<file path="src/hw/rtl/key_value_map_table_macros.svh">
// ============================================================================
// key_value_map_table_macros: assertion helpers for the key-value table
// Shared property wrappers; each expects clk and rst_n in scope.
// ============================================================================
`ifndef KEY_VALUE_MAP_TABLE_MACROS_SVH
`define KEY_VALUE_MAP_TABLE_MACROS_SVH

// Check that cons holds in the same cycle as ante
`define KVMT_ASSERT_IMP(label, ante, cons) \
    label: assert property (@(posedge clk) disable iff (!rst_n) (ante) |-> (cons)) \
        else $error("key_value_map_table: same-cycle check failed");

// Check that cons holds in the cycle after ante
`define KVMT_ASSERT_NEXT(label, ante, cons) \
    label: assert property (@(posedge clk) disable iff (!rst_n) (ante) |=> (cons)) \
        else $error("key_value_map_table: next-cycle check failed");

`endif

</file>
<file path="src/hw/rtl/kvmt_pkg.sv">
`timescale 1ns / 1ps
// ============================================================================
// kvmt_pkg: shared types and constants of the key-value table
// Opcodes, payload structs and the stored slot format.
// ============================================================================
package kvmt_pkg;

    // Opcodes of an input item
    localparam logic [1:0] OP_ADD    = 2'd0;
    localparam logic [1:0] OP_SEARCH = 2'd1;
    localparam logic [1:0] OP_REMOVE = 2'd2;

    // Reset value of the null value register (-111111)
    localparam logic signed [31:0] NULL_RESET = 32'shFFFE4DF9;

    // Width of the reported entry count
    localparam int unsigned ENTRY_COUNT_W = 5;

    typedef struct packed {
        logic        [1:0]  opcode;
        logic signed [31:0] key;
        logic signed [31:0] value;
    } kvmt_in_t;

    typedef struct packed {
        logic signed [31:0]              result_value;
        logic                            hit;
        logic [ENTRY_COUNT_W-1:0]        entry_count;
        logic                            full_error;
    } kvmt_out_t;

    // One stored slot: valid flag, key and value
    typedef struct packed {
        logic               valid;
        logic signed [31:0] key;
        logic signed [31:0] value;
    } kvmt_slot_t;

endpackage

</file>
<file path="src/hw/rtl/key_value_map_table.sv">
`timescale 1ns / 1ps
// ============================================================================
// key_value_map_table: bounded key-value table with add, search and remove
// Top level: null value register, slot memory and scan sequencer.
// ============================================================================
// After reset the table runs a clearing pass over the slot memory and
// takes no item meanwhile; null value writes are taken at any time.
// Each item then occupies the block from transfer to result: one slot is
// read from the slot memory per cycle and checked by one shared key
// comparator, followed by a compare of the last slot and a write-back that
// waits until the output register is free. The input stalls for the whole
// operation and is free again in the cycle after the result is registered.
// The finished result sits in an output register, so the next item is taken
// while it waits. A new key goes into the lowest free slot; an add of a new
// key to a full table changes nothing and reports full_error.
module key_value_map_table #(
    parameter int CAPACITY = 16
) (
    input  logic                      clk,
    input  logic                      rst_n,
    input  logic                      in_valid,
    output logic                      in_stall,
    input  kvmt_pkg::kvmt_in_t        in_data,
    output logic                      out_valid,
    input  logic                      out_stall,
    output kvmt_pkg::kvmt_out_t       out_data,
    input  logic                      cfg_valid,
    output logic                      cfg_ready,
    input  logic signed [31:0]        cfg_data
);

    localparam int IDX_W = (CAPACITY > 1) ? $clog2(CAPACITY) : 1;
    localparam int CNT_W = $clog2(CAPACITY + 1);

    logic signed [31:0]       null_value_reg;
    logic                     mem_wr_en;
    logic [IDX_W-1:0]         mem_wr_addr;
    kvmt_pkg::kvmt_slot_t     mem_wr_data;
    logic                     mem_rd_en;
    logic [IDX_W-1:0]         mem_rd_addr;
    kvmt_pkg::kvmt_slot_t     mem_rd_data;

    assign cfg_ready = 1'b1;

    // Hold the null value, update it on each configuration transfer
    always_ff @(posedge clk or negedge rst_n)
    begin
        if (!rst_n)
        begin
            null_value_reg <= kvmt_pkg::NULL_RESET;
        end
        else if (cfg_valid && cfg_ready)
        begin
            null_value_reg <= cfg_data;
        end
    end

    kvmt_slot_mem #(
        .CAPACITY (CAPACITY),
        .IDX_W    (IDX_W)
    ) u_slot_mem (
        .clk      (clk),
        .wr_en    (mem_wr_en),
        .wr_addr  (mem_wr_addr),
        .wr_data  (mem_wr_data),
        .rd_en    (mem_rd_en),
        .rd_addr  (mem_rd_addr),
        .rd_data  (mem_rd_data)
    );

    kvmt_seq #(
        .CAPACITY (CAPACITY),
        .IDX_W    (IDX_W),
        .CNT_W    (CNT_W)
    ) u_seq (
        .clk         (clk),
        .rst_n       (rst_n),
        .in_valid    (in_valid),
        .in_stall    (in_stall),
        .in_data     (in_data),
        .out_valid   (out_valid),
        .out_stall   (out_stall),
        .out_data    (out_data),
        .null_value  (null_value_reg),
        .mem_wr_en   (mem_wr_en),
        .mem_wr_addr (mem_wr_addr),
        .mem_wr_data (mem_wr_data),
        .mem_rd_en   (mem_rd_en),
        .mem_rd_addr (mem_rd_addr),
        .mem_rd_data (mem_rd_data)
    );

endmodule

</file>
<file path="src/hw/rtl/kvmt_slot_mem.sv">
`timescale 1ns / 1ps
// ============================================================================
// kvmt_slot_mem: slot storage of the key-value table
// One write port and one registered read port over CAPACITY slots.
// ============================================================================
module kvmt_slot_mem #(
    parameter int CAPACITY = 16,
    parameter int IDX_W    = 4
) (
    input  logic                      clk,
    input  logic                      wr_en,
    input  logic [IDX_W-1:0]          wr_addr,
    input  kvmt_pkg::kvmt_slot_t      wr_data,
    input  logic                      rd_en,
    input  logic [IDX_W-1:0]          rd_addr,
    output kvmt_pkg::kvmt_slot_t      rd_data
);

    kvmt_pkg::kvmt_slot_t mem [CAPACITY];
    kvmt_pkg::kvmt_slot_t rd_data_reg;

    // Write one slot, read one slot into the output register
    always_ff @(posedge clk)
    begin
        if (wr_en)
        begin
            mem[wr_addr] <= wr_data;
        end
        if (rd_en)
        begin
            rd_data_reg <= mem[rd_addr];
        end
    end

    assign rd_data = rd_data_reg;

endmodule

</file>
<file path="src/hw/rtl/kvmt_seq.sv">
`timescale 1ns / 1ps
// ============================================================================
// kvmt_seq: sequencer of the key-value table
// Clears the slots after reset, scans every slot through one key comparator,
// then writes back if the item changes a slot and registers the result.
// ============================================================================
`include "key_value_map_table_macros.svh"

module kvmt_seq #(
    parameter int CAPACITY = 16,
    parameter int IDX_W    = 4,
    parameter int CNT_W    = 5
) (
    input  logic                      clk,
    input  logic                      rst_n,
    input  logic                      in_valid,
    output logic                      in_stall,
    input  kvmt_pkg::kvmt_in_t        in_data,
    output logic                      out_valid,
    input  logic                      out_stall,
    output kvmt_pkg::kvmt_out_t       out_data,
    input  logic signed [31:0]        null_value,
    output logic                      mem_wr_en,
    output logic [IDX_W-1:0]          mem_wr_addr,
    output kvmt_pkg::kvmt_slot_t      mem_wr_data,
    output logic                      mem_rd_en,
    output logic [IDX_W-1:0]          mem_rd_addr,
    input  kvmt_pkg::kvmt_slot_t      mem_rd_data
);

    localparam logic [IDX_W-1:0] LAST_IDX = IDX_W'(CAPACITY - 1);
    localparam logic [CNT_W-1:0] CAP_CNT  = CNT_W'(CAPACITY);

    typedef enum logic [1:0] {
        ST_CLEAR,
        ST_IDLE,
        ST_SCAN,
        ST_DECIDE
    } state_t;

    state_t                   state_reg, state_next;
    logic [IDX_W-1:0]         addr_reg, addr_next;
    logic [IDX_W-1:0]         chk_reg, chk_next;
    logic                     issue_reg, issue_next;
    logic                     pend_reg, pend_next;
    kvmt_pkg::kvmt_in_t       item_reg, item_next;
    logic                     found_reg, found_next;
    logic [IDX_W-1:0]         found_idx_reg, found_idx_next;
    logic signed [31:0]       found_val_reg, found_val_next;
    logic                     free_any_reg, free_any_next;
    logic [IDX_W-1:0]         free_idx_reg, free_idx_next;
    logic [CNT_W-1:0]         count_reg, count_next;
    logic                     out_valid_reg, out_valid_next;
    kvmt_pkg::kvmt_out_t      out_reg, out_next;

    logic                     in_take;
    logic                     out_free;
    logic                     slot_match;
    logic                     slot_free;
    logic signed [31:0]       res_val;
    logic                     res_hit;
    logic                     res_full;
    logic [CNT_W+kvmt_pkg::ENTRY_COUNT_W-1:0] count_wide;

    assign in_stall  = (state_reg != ST_IDLE);
    assign in_take   = in_valid && !in_stall;
    assign out_free  = !out_valid_reg || !out_stall;
    assign out_valid = out_valid_reg;
    assign out_data  = out_reg;

    // Shared comparator on the slot read back this cycle
    assign slot_match = pend_reg && mem_rd_data.valid && (mem_rd_data.key == item_reg.key);
    assign slot_free  = pend_reg && !mem_rd_data.valid;

    // Sequencer next-state and write-back logic
    always_comb
    begin
        state_next     = state_reg;
        addr_next      = addr_reg;
        chk_next       = chk_reg;
        issue_next     = issue_reg;
        pend_next      = pend_reg;
        item_next      = item_reg;
        found_next     = found_reg;
        found_idx_next = found_idx_reg;
        found_val_next = found_val_reg;
        free_any_next  = free_any_reg;
        free_idx_next  = free_idx_reg;
        count_next     = count_reg;
        out_valid_next = out_valid_reg;
        out_next       = out_reg;

        mem_wr_en   = 1'b0;
        mem_wr_addr = found_idx_reg;
        mem_wr_data = '{valid: 1'b1, key: item_reg.key, value: item_reg.value};
        mem_rd_en   = 1'b0;
        mem_rd_addr = addr_reg;

        res_val    = null_value;
        res_hit    = 1'b0;
        res_full   = 1'b0;
        count_wide = '0;

        // Drop the result once the consumer takes it
        if (out_valid_reg && !out_stall)
        begin
            out_valid_next = 1'b0;
        end

        unique case (state_reg)
            ST_CLEAR:
            begin
                // Invalidate one slot per cycle
                mem_wr_en   = 1'b1;
                mem_wr_addr = addr_reg;
                mem_wr_data = '{valid: 1'b0, key: '0, value: '0};
                addr_next   = IDX_W'(addr_reg + 1'b1);
                if (addr_reg == LAST_IDX)
                begin
                    addr_next  = '0;
                    state_next = ST_IDLE;
                end
            end
            ST_IDLE:
            begin
                // Latch the item and start the scan
                if (in_take)
                begin
                    item_next     = in_data;
                    addr_next     = '0;
                    issue_next    = 1'b1;
                    pend_next     = 1'b0;
                    found_next    = 1'b0;
                    free_any_next = 1'b0;
                    state_next    = ST_SCAN;
                end
            end
            ST_SCAN:
            begin
                // Issue one read per cycle and compare the previous one
                mem_rd_en = issue_reg;
                if (issue_reg)
                begin
                    addr_next  = IDX_W'(addr_reg + 1'b1);
                    issue_next = (addr_reg != LAST_IDX);
                end
                pend_next = issue_reg;
                chk_next  = addr_reg;
                if (slot_match)
                begin
                    found_next     = 1'b1;
                    found_idx_next = chk_reg;
                    found_val_next = mem_rd_data.value;
                end
                if (slot_free && !free_any_reg)
                begin
                    free_any_next = 1'b1;
                    free_idx_next = chk_reg;
                end
                if (pend_reg && (chk_reg == LAST_IDX))
                begin
                    state_next = ST_DECIDE;
                end
            end
            ST_DECIDE:
            begin
                // Write back and register the result when the output is free
                if (out_free)
                begin
                    case (item_reg.opcode)
                        kvmt_pkg::OP_ADD:
                        begin
                            if (found_reg)
                            begin
                                res_val   = found_val_reg;
                                res_hit   = 1'b1;
                                mem_wr_en = 1'b1;
                            end
                            else if (free_any_reg)
                            begin
                                mem_wr_en   = 1'b1;
                                mem_wr_addr = free_idx_reg;
                                count_next  = CNT_W'(count_reg + 1'b1);
                            end
                            else
                            begin
                                res_full = 1'b1;
                            end
                        end
                        kvmt_pkg::OP_SEARCH:
                        begin
                            if (found_reg)
                            begin
                                res_val = found_val_reg;
                                res_hit = 1'b1;
                            end
                        end
                        kvmt_pkg::OP_REMOVE:
                        begin
                            if (found_reg)
                            begin
                                res_val           = found_val_reg;
                                res_hit           = 1'b1;
                                mem_wr_en         = 1'b1;
                                mem_wr_data.valid = 1'b0;
                                if (count_reg != '0)
                                begin
                                    count_next = CNT_W'(count_reg - 1'b1);
                                end
                            end
                        end
                        default:
                        begin
                            res_val = null_value;
                        end
                    endcase
                    count_wide     = {{kvmt_pkg::ENTRY_COUNT_W{1'b0}}, count_next};
                    out_next       = '{result_value: res_val,
                                       hit:          res_hit,
                                       entry_count:  count_wide[kvmt_pkg::ENTRY_COUNT_W-1:0],
                                       full_error:   res_full};
                    out_valid_next = 1'b1;
                    state_next     = ST_IDLE;
                end
            end
            default:
            begin
                state_next = ST_IDLE;
            end
        endcase
    end

    // Hold state, scan context and the result register
    always_ff @(posedge clk or negedge rst_n)
    begin
        if (!rst_n)
        begin
            state_reg     <= ST_CLEAR;
            addr_reg      <= '0;
            chk_reg       <= '0;
            issue_reg     <= 1'b0;
            pend_reg      <= 1'b0;
            found_reg     <= 1'b0;
            free_any_reg  <= 1'b0;
            count_reg     <= '0;
            out_valid_reg <= 1'b0;
        end
        else
        begin
            state_reg     <= state_next;
            addr_reg      <= addr_next;
            chk_reg       <= chk_next;
            issue_reg     <= issue_next;
            pend_reg      <= pend_next;
            found_reg     <= found_next;
            free_any_reg  <= free_any_next;
            count_reg     <= count_next;
            out_valid_reg <= out_valid_next;
        end
    end

    // Payload registers
    always_ff @(posedge clk)
    begin
        item_reg      <= item_next;
        found_idx_reg <= found_idx_next;
        found_val_reg <= found_val_next;
        free_idx_reg  <= free_idx_next;
        out_reg       <= out_next;
    end

    `KVMT_ASSERT_IMP(a_count_max, 1'b1, count_reg <= CAP_CNT)
    `KVMT_ASSERT_IMP(a_full_no_hit, out_valid_reg, !(out_reg.full_error && out_reg.hit))
    `KVMT_ASSERT_IMP(a_full_at_cap, out_valid_reg && out_reg.full_error, count_reg == CAP_CNT)
    `KVMT_ASSERT_NEXT(a_add_new_count,
        (state_reg == ST_DECIDE) && out_free && (item_reg.opcode == kvmt_pkg::OP_ADD)
            && !found_reg && free_any_reg,
        count_reg == CNT_W'($past(count_reg) + 1'b1))

endmodule
</file>
<file path="config.mk">
export PLATFORM = sky130hd
export DESIGN_NAME = key_value_map_table
export DESIGN_NICKNAME = d
export VERILOG_FILES = /design/src/hw/rtl/kvmt_pkg.sv /design/src/hw/rtl/key_value_map_table.sv /design/src/hw/rtl/kvmt_slot_mem.sv /design/src/hw/rtl/kvmt_seq.sv
export VERILOG_INCLUDE_DIRS = /design/src /design/src/hw/rtl
export SDC_FILE = /design/constraint.sdc
export NUM_CORES = 1
export LEC_CHECK = 0
export ABC_CLOCK_PERIOD_IN_PS = 5200
export BUFFER_PORTS_ARGS = -buffer_cell sky130_fd_sc_hd__buf_2
export CORE_ASPECT_RATIO = 0.6
export CORE_MARGIN = 5
export CORE_UTILIZATION = 44
export CTS_BUF_LIST = sky130_fd_sc_hd__clkbuf_2 sky130_fd_sc_hd__clkbuf_4 sky130_fd_sc_hd__clkbuf_8
export DETAILED_ROUTE_END_ITERATION = 10
export GPL_ROUTABILITY_DRIVEN = 0
export SYNTH_ARGS = -nofsm -noshare
export SYNTH_HDL_FRONTEND = slang
export SYNTH_SLANG_ARGS = --single-unit
</file>
<file path="constraint.sdc">
create_clock -name clk -period 5.2 [get_ports clk]
set_input_delay 0.26 -clock clk [delete_from_list [all_inputs] [get_ports clk]]
set_output_delay 0.26 -clock clk [all_outputs]
set_load 0.02 [all_outputs]
</file>
== After elaboration in Yosys (flattened, before gate mapping) ==
Memory sizes are Yosys's and may differ from the RTL's. A register that Yosys moved wholly into a read port is not among the register bits.
Cells that the tools add are included.
Storage, ports and cells
  memories: 1
  output and inout port bits: 42
  register bits: 197
  bits of input ports: 103
  word-level logic and storage cells: 119
  bits in writable memories: 1040
Memory list
  u_slot_mem.mem: words 16, bits a word 65, read ports 1, clocked after Yosys merged registers in 1, wr ports 1, line kvmt_slot_mem.sv:19  | kvmt_pkg::kvmt_slot_t mem [CAPACITY];
Cells by class
  bitwise gates (word level): 1
  $add $sub $neg: 3
  equal/unequal tests: 17
  reductions and logical operators: 29
  multiplexer cells: 48
Operator list (count)
  32-bit two-way mux: 2
  64-bit two-way mux: 1
  32-bit == test: 1
  4-bit two-way mux: 7
  5-bit two-way mux: 4
  1-bit two-way mux: 19
  2-bit by 1-bit != test with 1-bit output (second input constant): 8
  1-bit case mux with 2 select lines: 7
  4-bit case mux with 3 select lines: 1
  5-bit case mux with 2 select lines: 1
  2-bit AND reduction: 5
  3-bit AND reduction: 3
  4-bit == test (second input constant): 2
  2-bit two-way mux: 4
  2-bit case mux with 4 select lines: 1
  4-bit case mux with 2 select lines: 1
  1-bit logical AND: 7
  2-bit == test (second input constant): 3
  5-bit by 1-bit adder with 5-bit output (second input constant): 1
  1-bit zero test: 5
  5-bit nonzero test: 1
  5-bit by 1-bit subtractor with 5-bit output (second input constant): 1
  4-bit by 1-bit adder with 4-bit output (second input constant): 1
  2-bit by 1-bit == test with 1-bit output (second input constant): 2
  9 further kinds: 10

== Depth between registers and ports, before layout ==
Gate-level depths: netlist of run 1.
  word-level depth: 7
  gate-level depth with buffers: 9
  depth with buffers taken out: 7

== By module ==
From an unflattened synthesis of run 1, not the netlist that was laid out.
Second synthesis, totals
  cells, all modules: 2213
  area total of the unflattened synthesis: 49271.0 sq um
By module, submodules not included
  kvmt_slot_mem: instances 1, area an instance 40894.2 sq um, seq. area each 33181.8 sq um, cells an instance 1673
  kvmt_seq: instances 1, area an instance 6989.2 sq um, seq. area each 4854.7 sq um, cells an instance 470
  key_value_map_table: instances 1, area an instance 1387.6 sq um, seq. area each 832.0 sq um, cells an instance 70

== Worst setup path after synthesis of run 1 ==
Ideal clock, no wire load.
  path type: register to register
  from: register u_seq.state_reg[0]
  to: memory u_slot_mem.mem[5][0] (netlist bit) (enable)
  setup time: 489 ps
  period minus slack after synthesis: 5458 ps
  slack: -258 ps
  buffers on the path: 2
  stages on the path, launching flop included: 10
  required time: 4711 ps
  data arrival time: 4970 ps
  path through: dfrtp_1 > ha_1 > clkbuf_1 > nand2_1 > inv_1 > buf_2 > o211ai_1 > a21oi_1 > nand4_1 > nor2_1
On the way
  word-level cells in the longest chain between the ends: 4
RTL lines
  start: declaration: line kvmt_seq.sv:41  | state_t state_reg, state_next;
  start signal: assignment: line kvmt_seq.sv:250  | state_reg <= state_next;
  2-bit == test or 2-bit zero test (tied branches): line kvmt_seq.sv:110  | unique case (state_reg)
  1-bit case mux with 2 select lines: line kvmt_seq.sv:110
  1-bit two-way mux: line kvmt_slot_mem.sv:25  | if (wr_en)
  1-bit two-way mux (implied by the code): line kvmt_slot_mem.sv:27  | mem[wr_addr] <= wr_data;
  end: declaration: line kvmt_slot_mem.sv:19
Parallel ways exist; a longest one is shown, timed or not.

== Final worst setup path of run 1 ==
  from: register u_seq.state_reg[1]
  to: memory u_slot_mem.mem[15][16] (netlist bit) (enable)
The elaborated chain is that of the path after synthesis.

==> results of run 1 <==
==> power groups by stage <==
stage / sequential, W / combinational [W] / clock, W
final: 0.0141 / 0.00670 / 0.00807
after global routing: 0.0142 / 0.00720 / 0.00880
after CTS: 0.0141 / 0.00682 / 0.00830
after detailed placement: 0.0143 / 0.00674 / 0
after global placement: 0.0143 / 0.00656 / 0
after floorplan: 0.0142 / 0.00467 / 0
==> kinds of logic (layout without fill, tap and decap cells) <==
| kind of cell | count (synthesis) | after routing | synth area share [%] |
|---|---|---|---|
| AO/OA/AOI/OAI | 57 | 57 | 0.800 |
| XOR/XNOR | 34 | 34 | 0.603 |
| adder cells (fa/ha/maj) | 8 | 8 | 0.203 |
| buffers and inverters | 112 | 632 | 1.21 |
| flip-flops | 1302 | 1302 | 78.7 |
| multiplexers | 397 | 397 | 16.6 |
| other | 1 | 2 | 0.00759 |
| AND/OR/NAND/NOR | 170 | 170 | 1.94 |
==> layer usage <==
metal  GRT usage (%)  up-vias
met1            29.6    12339
met5               0        -
li1                -     9547
met4            5.14        0
met3            3.71      174
met2            27.1      899
==> worst min path at each step <==
stage	start	to	slack [ps]	cells past startpoint
final	in_data[46]	u_seq.item_reg[46]	120	2
after global routing	in_data[15]	u_seq.item_reg[15]	50	2
after CTS	in_data[22]	u_seq.item_reg[22]	20	2
after detailed placement	u_slot_mem.rd_data[0]	u_seq.found_val_reg[0]	410	0
after global placement	u_slot_mem.rd_data[30]	u_seq.found_val_reg[30]	410	0
after floorplan	rst_n	null_value_reg[12]	-40	0
==> cells in the final DEF (no fill, tap or decap), drive strengths merged, types with 3 or more instances in the layout <==
cell            n
edfxtp       1250
mux4          325
clkbuf        277
buf           188
dlygate4sd3   101
nor2b          72
mux2           71
clkinv         43
xnor2          31
nor2           31
dfrtp          27
dfstp          25
nand2          21
o21ai          18
nand4          14
inv            14
nand3           9
ha              8
a21oi           6
bufinv          5
nand2b          4
a32oi           4
a21o            4
clkinvlp        4
nand4b          3
a31oi           3
xor2            3
and2            3
==> what timing repair did <==
item | 4_1_cts | 5_1_grt
hold endpoints to repair | 136 | 0
hold buffers | 101 | 0
gates resized for setup | 0 | 0
==> layout make-up <==
class / instances / area [um^2]
fillers: 8809 / 54900
repair buffers: 289 / 2250
clock inverters: 55 / 392
well taps: 1503 / 1880
diodes: 1 / 2.50
multi-input cells: 667 / 10100
inverters: 11 / 43.8
clock buffers: 277 / 3320
flip-flops and latches: 1302 / 38900
==> through the flow <==
step                total power [W]  worst slack (ps)  hold slack, ps  instances  util [%]
detailed placement           0.0211              1320             405       3671      46.7
global route                 0.0302              1090            50.2       4104      50.9
CTS                          0.0292              1290            22.9       4104      50.9
floorplan                    0.0188              -258           -35.6       2081         -
finish                       0.0289              1290             119       4105      50.9
global placement             0.0209              1360             406       3671      46.7
==> results by group, run 1 <==
Yosys
  • Post-Syn Nets: 2,192
  • Warnings from Yosys: 0
  • Avg Cell Area, Syn: 23.7 um^2
  • Count of unique library cells instantiated by Yosys: 61
  • Library cell with the largest summed area after synthesis: sky130_fd_sc_hd__edfxtp_1
  • Async set or reset register ratio after synthesis: 3.99%
  • Register area share after synthesis: 78.7%
  • Yosys top cell area share: 76.0%
  • Most instantiated flip-flop cell in the synthesis netlist: sky130_fd_sc_hd__edfxtp_1
  • Dominant cell by count in the synthesized netlist: sky130_fd_sc_hd__edfxtp_1
  • Commonest cells in the synthesized netlist: sky130_fd_sc_hd__edfxtp_1 (1,250), sky130_fd_sc_hd__mux4_2 (309), sky130_fd_sc_hd__nor2b_1 (72)
  • Number of enable-type register cells in the synthesized netlist: 1,250
  • Largest cells by area after synthesis: sky130_fd_sc_hd__edfxtp_1 (76%), sky130_fd_sc_hd__mux4_2 (14%), sky130_fd_sc_hd__mux2_2 (1.6%)
  • Post-synthesis instance area: 49,400 um^2
  • Gate Count Post-Synth: 2,081
  • Flip-flop and latch count after synthesis: 1,302

Timing
  • Pins Over Slew Limit: 0
  • Final number of setup-violating endpoints: 0
  • Unrepaired setup endpoints after global routing: no
  • Actual slew at the worst max-slew pin: 1230 ps
  • Skew final: 42.2 ps
  • Number of hold-slack violations in the final timing report: 0
  • FMAX: 256 MHz
  • Period utilization: 75.2%
  • Minimum clock period: 3910 ps
  • Slew headroom: 17.6%
  • Setup TNS: 0 ps

Critical path
  • CP Data Arrival Time: 4410 ps
  • Critical Path Fanout Max: 47
  • Slowest stage delay, CP: 660 ps
  • Register-to-register setup slack: 1290 ps
  • Worst flop-to-flop path startpoint: u_seq.state_reg[1]
  • Last element of the critical path: u_slot_mem.mem[15][16]
  • Logic depth of the worst setup path including buffers: 9
  • Slowest cell on the critical path: sky130_fd_sc_hd__nor2_4
  • CP Launch Point: u_seq.state_reg[1]
  • CP endpoint kind: flop
  • CP Data Required Time: 5700 ps
  • Top Family by Delay on Critical Path: buffers and inverters
  • Most repeated library cell on the critical path: sky130_fd_sc_hd__buf_4
  • Length in cells of the worst reg-to-reg path: 9
  • Critical-path cell list: ha_1, nand2_1, inv_2, buf_4, a32o_1, a21o_1, nand3_1, nor2_4, buf_4
  • Critical Path Source Type: flop
  • Crit Path Class: reg -> reg
  • Capture point of the worst reg-to-reg path: u_slot_mem.mem[15][16]
  • Sum of buffers and inverters on the critical path: 3

Clocking
  • Count of H-tree levels built during CTS: 4
  • Number of CTS-inserted buffers: 186
  • Clk slew on worst S/H paths: 60 ps
  • Maximum number of buffers from clock root to sink: 3
  • Worst-skew pair later-pin latency: 870 ps
  • Cell chosen for the clock root: sky130_fd_sc_hd__clkbuf_8
  • CTS sink count: 1,302
  • CTS tree: yes
  • Buffers inserted by post-CTS timing repair: 0

Cells and area
  • # nets final: 2,568
  • P&R area growth vs syn: 15.1%
  • Final Cell Area: 56,900 um^2
  • Number of flip-flops in the largest register: 1,040
  • Layout cells sized above 1: 35.6%

Floorplan
  • Die area: 119,000 um^2
  • Total I/O pin count: 145
  • DIE HEIGHT: 270 um
  • Number of standard-cell rows in the floorplan: 95
  • Die X-Extent: 443 um
  • Core Box Area: 112,000 um^2
  • Initial core utilization: 44.2%

Detailed routing
  • Total vias in the final route: 22,959
  • Met1 layer wirelength in the final routing: 52.8 mm
  • Ratio of routed vias to standard cells: 5.59
  • Drc violations: 0
  • Top Layer Used: met4
  • WL/cell: 27.4 um
  • Count of TritonRoute iterations in the first routing pass: 8
  • Starting DRT DRC Count: 2,000
  • Routed met2 length: 50.1 mm
  • Routed length on met3: 7.38 mm
  • Routed wire length: 112 mm
  • Post-DRT Antenna Nets: 0

Flow run
  • Max-cap violations: 0

GRT
  • Total congestion overflow after global routing: 0
  • GRT Resource Usage Total: 18.8%
  • Number of antenna violations at the first check in global routing: 2
  • Via count of the first global-routing pass: 23,842
  • Pin count of the biggest net entering global routing: 138
  • First-pass GRT wire length: 165 mm

Placement
  • Cell area reported after detailed placement: 52,100 um^2
  • IO buf count: 143
  • Post-detailed-placement half-perimeter wirelength: 59.8 mm

Outcome
  • Status: completed

Power and ir drop
  • Switching power summed over all nets: 0.00816 W
  • Switching share of power: 28.2%
  • Leakage power figure: 18.0 nW
  • Combinational share of power: 23.2%
  • Largest voltage drop on the vdd net: 0.360 mV
  • Power density normalized to cell area: 508 nW/um^2
  • Portion of total power attributed to the clock network: 27.9%
  • Reg power frac: 48.9%
  • Internal power summed over all cells: 0.0207 W

Hold path
  • Type of the most critical hold path: in -> reg
(Power assumes the default switching activity.)
==> inputs of run 2 (changes only) <==
- ABC_CLOCK_PERIOD_IN_PS: 5200 -> 3900
- clock period: 5.2 -> 3.9 ns (I/O delays scaled with it)
==> run 2 against run 1 <==
Against the previous run: via count rose by 0.80%; critical path depth fell by 3; final area rose by 1.8%; non-clock buffer count rose by 88; flip-flop and latch count did not move; final cell count rose by 2.3%; first-iteration DRC count rose by 9.0%; critical path type unchanged; critical endpoint is now u_seq.found_val_reg[30]; largest power group unchanged.
==> results by group, run 2 (synthesized netlist as in run 1, its figures left out) <==
Detailed routing
  • WL/cell: 26.5 um
  • Routed wire length: 111 mm
  • Post-DRT Antenna Nets: 0
  • Count of TritonRoute iterations in the first routing pass: 8
  • Drc violations: 0
  • Total vias in the final route: 23,143
  • Ratio of routed vias to standard cells: 5.51
  • Starting DRT DRC Count: 2,181

Cells and area
  • Leading cell types in the layout, fill and taps excluded: sky130_fd_sc_hd__edfxtp_1 (1,250), sky130_fd_sc_hd__mux4_2 (309), sky130_fd_sc_hd__clkbuf_8 (195)
  • P&R area growth vs syn: 17.1%
  • Leading cell type in the layout, fill and taps excluded: sky130_fd_sc_hd__edfxtp_1
  • FF/Latch Area: 38,900 um^2
  • Number of flip-flops in the largest register: 1,040
  • # nets final: 2,654
  • Area of the multi-input gates: 10,100 um^2
  • Core utilization of the finished layout: 51.8%
  • Layout cells sized above 1: 35.2%
  • Total of fill cells in the finished design: 8,712

Clocking
  • Count of H-tree levels built during CTS: 4
  • Post-CTS Hold Fix Bufs: 165
  • Number of CTS-inserted buffers: 184
  • CTS sink count: 1,302
  • Clk slew on worst S/H paths: 60 ps
  • Cell chosen for the clock root: sky130_fd_sc_hd__clkbuf_8
  • Worst-skew pair later-pin latency: 880 ps
  • CTS tree: yes
  • Maximum number of buffers from clock root to sink: 3
  • Count of cells resized by post-cts repair: 0
  • Buffers inserted by post-CTS timing repair: 0

GRT
  • GRT Resource Usage Total: 18.7%
  • Pin count of the biggest net entering global routing: 137
  • First-pass GRT wire length: 164 mm
  • Total congestion overflow after global routing: 0
  • Via count of the first global-routing pass: 24,322
  • Number of antenna violations at the first check in global routing: 4

Power and ir drop
  • Largest voltage drop on the vdd net: 0.419 mV
  • Leakage power figure: 18.5 nW
  • Total chip power: 0.0386 W
  • Power density normalized to cell area: 667 nW/um^2

Timing
  • Slew headroom: 18.8%
  • Minimum clock period: 3580 ps
  • Setup TNS: 0 ps
  • Number of hold-slack violations in the final timing report: 0
  • Final Hold Slack: 76.3 ps
  • Pins Over Slew Limit: 0
  • Skew final: 44.7 ps
  • Actual slew at the worst max-slew pin: 1200 ps
  • Unrepaired setup endpoints after global routing: no
  • FMAX: 279 MHz
  • Final number of setup-violating endpoints: 0
  • Period utilization: 91.9%

Hold path
  • HP Start: cfg_valid
  • End point of the most critical hold path: null_value_reg[7]
  • Type of the most critical hold path: in -> reg
  • Worst hold stages: 2

Critical path
  • Crit Path Class: reg -> reg
  • Slowest stage delay, CP: 860 ps
  • CP endpoint kind: flop
  • CP Data Arrival Time: 4120 ps
  • Length in cells of the worst reg-to-reg path: 6
  • CP Data Required Time: 4430 ps
  • Critical Path Source Type: flop
  • Slowest cell on the critical path: sky130_fd_sc_hd__nor4_1
  • Worst flop-to-flop path startpoint: u_seq.state_reg[0]
  • Critical-path cell list: inv_1, ha_1, nand4_1, nor4_1, and4_2, buf_12
  • Capture point of the worst reg-to-reg path: u_seq.found_val_reg[30]
  • Register-to-register setup slack: 320 ps
  • Critical Path Fanout Max: 21

Outcome
  • Status: completed

Floorplan
  • DIE HEIGHT: 270 um
  • Initial core utilization: 44.2%
  • Die X-Extent: 443 um
  • Core Box Area: 112,000 um^2
  • Die area: 119,000 um^2
  • Total I/O pin count: 145
  • Number of standard-cell rows in the floorplan: 95

Placement
  • IO buf count: 143
  • Post-detailed-placement half-perimeter wirelength: 61.9 mm

Flow run
  • Max-cap violations: 0
[run 2: cell types whose count changed in the layout (fill, tap and decap cells not counted), sizes merged, moves of 3 or more]
cell	delta
clkinv	+5
dlygate4sd3	+64
buf	+24
clkbuf	-3
inv	+7
[run 2: how the worst max path moves through the flow]
stage / from / endpoint / slack (ps) / depth (start not counted)
after CTS: u_seq.state_reg[0] / u_seq.found_val_reg[30] / 370 / 6
final: u_seq.state_reg[0] / u_seq.found_val_reg[30] / 320 / 6
after global routing: u_seq.state_reg[0] / u_seq.found_val_reg[30] / 70 / 6
after detailed placement: u_seq.state_reg[0] / u_seq.found_val_reg[29] / 410 / 6
after global placement: u_seq.state_reg[0] / u_seq.found_val_reg[29] / 450 / 6
after floorplan: u_seq.state_reg[0] / u_slot_mem.mem[4][0] / -560 / 9
[run 2: report_power, final]
group | switching [W] | leakage (nW) | internal (W)
registers | 0.000653 | 12.0 | 0.0182
logic | 0.00525 | 4.53 | 0.00382
clock network | 0.00512 | 1.97 | 0.00562
total | 0.0110 | 18.5 | 0.0276
[run 2: area by class of cell]
type                            count  area share (%)
Clock buffer                      274            5.66
Antenna cell                        1         0.00432
Sequential cell                  1302            67.2
Multi-Input combinational cell    667            17.4
Clock inverter                     63           0.759
Inverter                           11          0.0757
Tap cell                         1503            3.25
Timing Repair Buffer              377            5.63
[run 2: worst max-delay path, delay by kind of cell, from the launching register on]
| kind | cells | cell delay (ps) |
|---|---|---|
| and+or+nand+nor | 3 | 1860 |
| adders and majority gates | 1 | 510 |
| DFF | 1 | 430 |
| buffers and inverters | 2 | 420 |
[run 2: layer usage]
layer | track usage, % | part of all wire (%)
met4 | 5.64 | 2.1
met2 | 27.0 | 44
met3 | 4.46 | 7.4
met1 | 28.5 | 46
met5 | 0 | 0
[run 2: stage by stage]
step / cells / cell area, um^2 / worst slack, ps
after floorplan: 2081 / 49400 / -555
after global placement: 3695 / 52500 / 454
after detailed placement: 3695 / 52500 / 406
after CTS: 4197 / 57900 / 365
after global routing: 4198 / 57900 / 68.8
final: 4198 / 57900 / 316
